<file path="src/rtl/lu_pkg.sv">
// lu_pkg: shared types, codes and constants of the lu linear solver
// depends on nothing; imported by the solver top level, its divider and its checker
package lu_pkg;

  localparam int LU_MAX_ORDER     = 8;
  localparam int LU_FRACTION_BITS = 16;

  // stream and register port widths
  localparam int LU_S_TDATA_W = 40;
  localparam int LU_S_TUSER_W = 2;
  localparam int LU_M_TDATA_W = 40;
  localparam int LU_M_TUSER_W = 3;
  localparam int LU_PADDR_W   = 3;

  // request commands
  localparam logic [1:0] CMD_MATRIX  = 2'd0;
  localparam logic [1:0] CMD_RHS     = 2'd1;
  localparam logic [1:0] CMD_COMPUTE = 2'd2;

  // result status codes
  localparam logic [1:0] STAT_OK       = 2'd0;
  localparam logic [1:0] STAT_SINGULAR = 2'd1;
  localparam logic [1:0] STAT_SAT      = 2'd2;

  // register indexes (paddr[2])
  localparam logic REG_SIZE = 1'b0;
  localparam logic REG_MODE = 1'b1;

  localparam logic [31:0] LU_SAT_MAX = 32'h7fff_ffff;
  localparam logic [31:0] LU_SAT_MIN = 32'h8000_0000;

  typedef enum logic [5:0] {
    ST_IDLE,
    ST_CP_RD, ST_CP_WR,
    ST_LU_COL, ST_LU_ROW, ST_LU_LD, ST_LU_ST,
    ST_DOT_RD, ST_DOT_MUL, ST_DOT_RND, ST_DOT_ACC,
    ST_PIV_M1, ST_PIV_M2, ST_PIV_CMP,
    ST_SW_CHK, ST_SW_RD, ST_SW_W1, ST_SW_W2, ST_SW_SC,
    ST_PV_RD, ST_PV_FIX,
    ST_DV_RD, ST_DV_GO, ST_DV_WT,
    ST_SB_INIT, ST_FW_ROW, ST_FW_SW, ST_FW_ST,
    ST_BK_ROW, ST_BK_ST, ST_BK_GO, ST_BK_WT,
    ST_OUT_WR,
    ST_EM_RD, ST_EM_SHOW, ST_EM_WAIT
  } lu_state_t;

  typedef enum logic [1:0] {
    PH_LU,
    PH_FWD,
    PH_BACK
  } lu_phase_t;

  // magnitude of a 32-bit two's complement value
  function automatic logic [31:0] lu_mag(input logic [31:0] x);
    return x[31] ? (~x + 32'd1) : x;
  endfunction

endpackage

</file>
<file path="src/rtl/lu_div.sv">
// lu_div: restoring fixed-point divider, one quotient bit per cycle
// computes round((num << FRACTION_BITS) / den), saturated to 32 bits; uses lu_pkg
module lu_div import lu_pkg::*; #(
  parameter int FRACTION_BITS = LU_FRACTION_BITS
) (
  input  logic        clk,
  input  logic        rst,
  input  logic        start,
  input  logic [31:0] num,
  input  logic [31:0] den,
  output logic        done,
  output logic [31:0] quo,
  output logic        sat
);

  localparam int NW   = 32 + FRACTION_BITS;
  localparam int CNTW = $clog2(NW + 1);

  logic            busy;
  logic [CNTW-1:0] cnt;
  logic [NW-1:0]   nq;
  logic [31:0]     rem;
  logic [31:0]     d;
  logic            neg;

  logic [31:0] num_mag, den_mag, den_eff;
  logic        den_zero;
  logic [32:0] trial;
  logic        qbit;

  assign num_mag  = lu_mag(num);
  assign den_mag  = lu_mag(den);
  assign den_zero = (den_mag == 32'd0);
  assign den_eff  = den_zero ? 32'd1 : den_mag;
  assign trial    = {rem, nq[NW-1]};
  assign qbit     = (trial >= {1'b0, d});

  always_ff @(posedge clk) begin
    if (rst) begin
      busy <= 1'b0;
      done <= 1'b0;
    end else begin
      done <= 1'b0;
      if (start) begin
        busy <= 1'b1;
        cnt  <= CNTW'(NW);
        d    <= den_eff;
        neg  <= den_zero ? num[31] : (num[31] ^ den[31]);
        nq   <= {num_mag, {FRACTION_BITS{1'b0}}} + NW'(den_eff >> 1);
        rem  <= 32'd0;
      end else if (busy) begin
        rem <= qbit ? 32'(trial - {1'b0, d}) : trial[31:0];
        nq  <= {nq[NW-2:0], qbit};
        cnt <= cnt - CNTW'(1);
        if (cnt == CNTW'(1)) begin
          busy <= 1'b0;
          done <= 1'b1;
        end
      end
    end
  end

  always_comb begin
    if (neg) begin
      sat = (|nq[NW-1:32]) || (nq[31] && (|nq[30:0]));
    end else begin
      sat = |nq[NW-1:31];
    end
    if (sat) begin
      quo = neg ? LU_SAT_MIN : LU_SAT_MAX;
    end else begin
      quo = neg ? (~nq[31:0] + 32'd1) : nq[31:0];
    end
  end

endmodule

</file>
<file path="config.mk">
export PLATFORM = sky130hd
export DESIGN_NAME = lu_div
export DESIGN_NICKNAME = d
export VERILOG_FILES = /design/src/rtl/lu_pkg.sv /design/src/rtl/lu_div.sv
export SDC_FILE = /design/constraint.sdc
export NUM_CORES = 1
export LEC_CHECK = 0
export BUFFER_PORTS_ARGS = -buffer_cell sky130_fd_sc_hd__clkbuf_2
export CORE_MARGIN = 2
export CORE_UTILIZATION = 66
export CTS_CLUSTER_SIZE = 28
export DETAILED_ROUTE_END_ITERATION = 10
export GPL_TIMING_DRIVEN = 1
export HOLD_SLACK_MARGIN = 0.1
export PLACE_DENSITY = 0.88
export SYNTH_ARGS = -nofsm -noshare
export SYNTH_HDL_FRONTEND = slang
export SYNTH_SLANG_ARGS = --single-unit
</file>
<file path="constraint.sdc">
create_clock -name clk -period 11.2 [get_ports clk]
set_input_delay 0.56 -clock clk [delete_from_list [all_inputs] [get_ports clk]]
set_output_delay 0.56 -clock clk [all_outputs]
set_load 0.005 [all_outputs]
</file>
==> impl_metrics.env <==
export IMPL_fin_nets=1330
export IMPL_die_h_um=129
export IMPL_ys_types=71
export IMPL_fmax_ghz=0.199
export IMPL_synth_edf_count=119
export IMPL_nFillCells=1079
export IMPL_fp_dieW_um=129
export IMPL_setup_viol=0
export IMPL_critPathKind="input pin to register"
export IMPL_finalCritPeriodShare=0.449
export IMPL_required_ns=11.37
export IMPL_synth_common_cells="edfxtp_1 (119), nor2_1 (116), nand2_1 (78)"
export IMPL_synth_top_area_share=0.347
export IMPL_cpMaxStageDelayCell="nor3_1"
export IMPL_drt_pass1_iterations=5
export IMPL_via_count=9218
export IMPL_globalRouteTotalUtil=0.343
export IMPL_synth_area_per_cell_um2=9.10
export IMPL_hp_class="input pin to register"
export IMPL_synthFlopType="edfxtp_1"
export IMPL_skew_ns=0.00812
export IMPL_cp_cell_sequence="clkbuf_2, nor3_1, nand4_2, or2_1, nand2_1, xnor2_1, ha_1, fa_1, a211oi_1, nor2_1, o2111ai_1, a31oi_1, a31o_2, and2_1, nor2b_1, xnor2_1, mux2_2"
export IMPL_max_stage_delay_ns=0.77
export IMPL_die_area_mm2=0.0166
export IMPL_clockRootBuffer="clkbuf_16"
export IMPL_via_per_inst=6.54
export IMPL_htree_levels=4
export IMPL_grt_max_degree=58
export IMPL_synth_most_common_cell="edfxtp_1"
export IMPL_fin_setup_tns_ns=0
export IMPL_tightestPinTransition_ns=1.27
export IMPL_place_area_mm2=0.0109
export IMPL_cts_sinks=121
export IMPL_synth_area_top_cells="edfxtp_1 (35%), ha_1 (6.4%), xnor2_1 (6.2%), xor2_1 (5.7%), nor2_1 (4.2%)"
export IMPL_cts_setup_buffers=0
export IMPL_critPathCaptureType="register"
export IMPL_clock_latency_ns=0.42
export IMPL_place_hpwl_um=20300
export IMPL_ios=101
export IMPL_worstPathMaxFanout=9
export IMPL_status="finished clean"
export IMPL_antenna_found_initial=1
export IMPL_final_layout_size_suffix_gt1_frac=0.155
export IMPL_core_mm2=0.0152
export IMPL_syn_nets=1252
export IMPL_syn_cell_area_mm2=0.0103
export IMPL_final_area_mm2=0.0114
export IMPL_maxSlewViolCount=0
export IMPL_multi_input_area_mm2=0.00627
export IMPL_drtIter0Drc=941
export IMPL_vdd_drop_max_v=0.000111
export IMPL_drtAntennaViolNets=0
export IMPL_rsz0062_at_grt="false"
export IMPL_relSlewSlack=0.148
export IMPL_drc=0
export IMPL_clockBufferDepth=2
export IMPL_period_minus_slack_ns=5.03
export IMPL_numCtsBuffers=17
export IMPL_cp_start_kind="input pin"
export IMPL_utilization=0.752
export IMPL_yosysTopAreaCell="edfxtp_1"
export IMPL_grt_pass1_vias=8650
export IMPL_wl_per_cell_um=19.6
export IMPL_power_w=0.00161
export IMPL_crit_arrival_ns=5.20
export IMPL_totalWireLength_um=27700
export IMPL_powerDensity_mw_per_mm2=141
export IMPL_hold_buffers=0
export IMPL_netlist_instances=1130
export IMPL_async_flop_share=0
export IMPL_finalHoldViolCount=0
export IMPL_place_congestion=0.935
export IMPL_port_buffers=100
export IMPL_path_clk_slew_ns=0.05
export IMPL_ys_ff_latch=121
export IMPL_regArea_mm2=0.00361
export IMPL_synth_warnings=0
export IMPL_ys_seq_area_frac=0.351
export IMPL_cts_repair_resized=0
export IMPL_leakagePower_nw=4.55
export IMPL_rows=45
export IMPL_grt_pass1_wl_um=44500
export IMPL_grt_overflow_total=0
export IMPL_cp_common_cell="xnor2_1"
export IMPL_area_growth_pct=11.1
export IMPL_cap_violations=0
export IMPL_start_util=0.677
export IMPL_cts_tree="built"
[metal layers]
layer / GRT usage / part of all wire
met5: 0 / 0
met3: 0.0778 / 0.096
met2: 0.547 / 0.47
met1: 0.455 / 0.40
met4: 0.139 / 0.035
[kinds of logic after synthesis]
kind of cell / synth area share
AOI/OAI and AO/OA: 0.182
xor gates and xnor gates: 0.119
adders and majority gates: 0.0684
buffers and inverters: 0.0412
DFF: 0.351
muxes: 0.0550
and+or+nand+nor: 0.182
[layout by cell type, fill, tap and decap left out, drive strengths merged, types with 19 or more instances in the layout]
cell type,instances
o31ai,20
nor3,28
nand2,79
ha,53
nor2,116
a21o,24
xor2,67
edfxtp,119
o21ai,84
xnor2,73
clkbuf,119
mux2,28
mux2i,25
nor4,19
a21oi,59
inv,65
[path summary, 6_finish.rpt]
kind | start | end | slack [ns] | cells after the start
min | rst | done | 0.40 | 2
max | den[7] | nq[40] | 6.17 | 17
max reg2reg | nq[47] | rem[26] | 6.98 | 12
min reg2reg | busy | done | 0.50 | 1
[where the power goes]
group          internal, W  switching (W)  total, W  leakage [nW]
logic             0.000215       0.000303  0.000519          3.15
clock network     0.000299       0.000199  0.000498         0.256
registers         0.000560      0.0000335  0.000593          1.15
total              0.00107       0.000536   0.00161          4.55
[area by class of cell]
class	instances	share of cell area
clock inverter	11	0.00723
tap	188	0.0206
antenna	2	0.000438
inverter	65	0.0214
clock buffer	20	0.0382
sequential	121	0.316
multi-input combinational	898	0.549
timing repair buffer	105	0.0471
[metrics by stage]
| stage | setup WS [ns] | std cells | hold WS [ns] |
|---|---|---|---|
| floorplan | 6.16 | 1130 | 0.460 |
| CTS | 6.29 | 1408 | 0.387 |
| global placement | 6.07 | 1377 | 0.475 |
| detailed placement | 5.89 | 1377 | 0.490 |
| global route | 5.83 | 1409 | 0.388 |
| finish | 6.17 | 1410 | 0.397 |
[critical path: cells and delay by family]
kind,cells,cell delay [ns]
xor gates and xnor gates,2,0.29
muxes,1,0.26
buffers and inverters,1,0.13
AOI/OAI and AO/OA,4,1.06
and+or+nand+nor,7,2.20
adders and majority gates,2,0.69
[state kept, by name, indices dropped and copies added, names as in the netlist]
register	count
busy	1
nq	48
cnt	6
rem	32
neg	1
done	1
d	32
No activity file was read; power rests on OpenSTA's default activity.
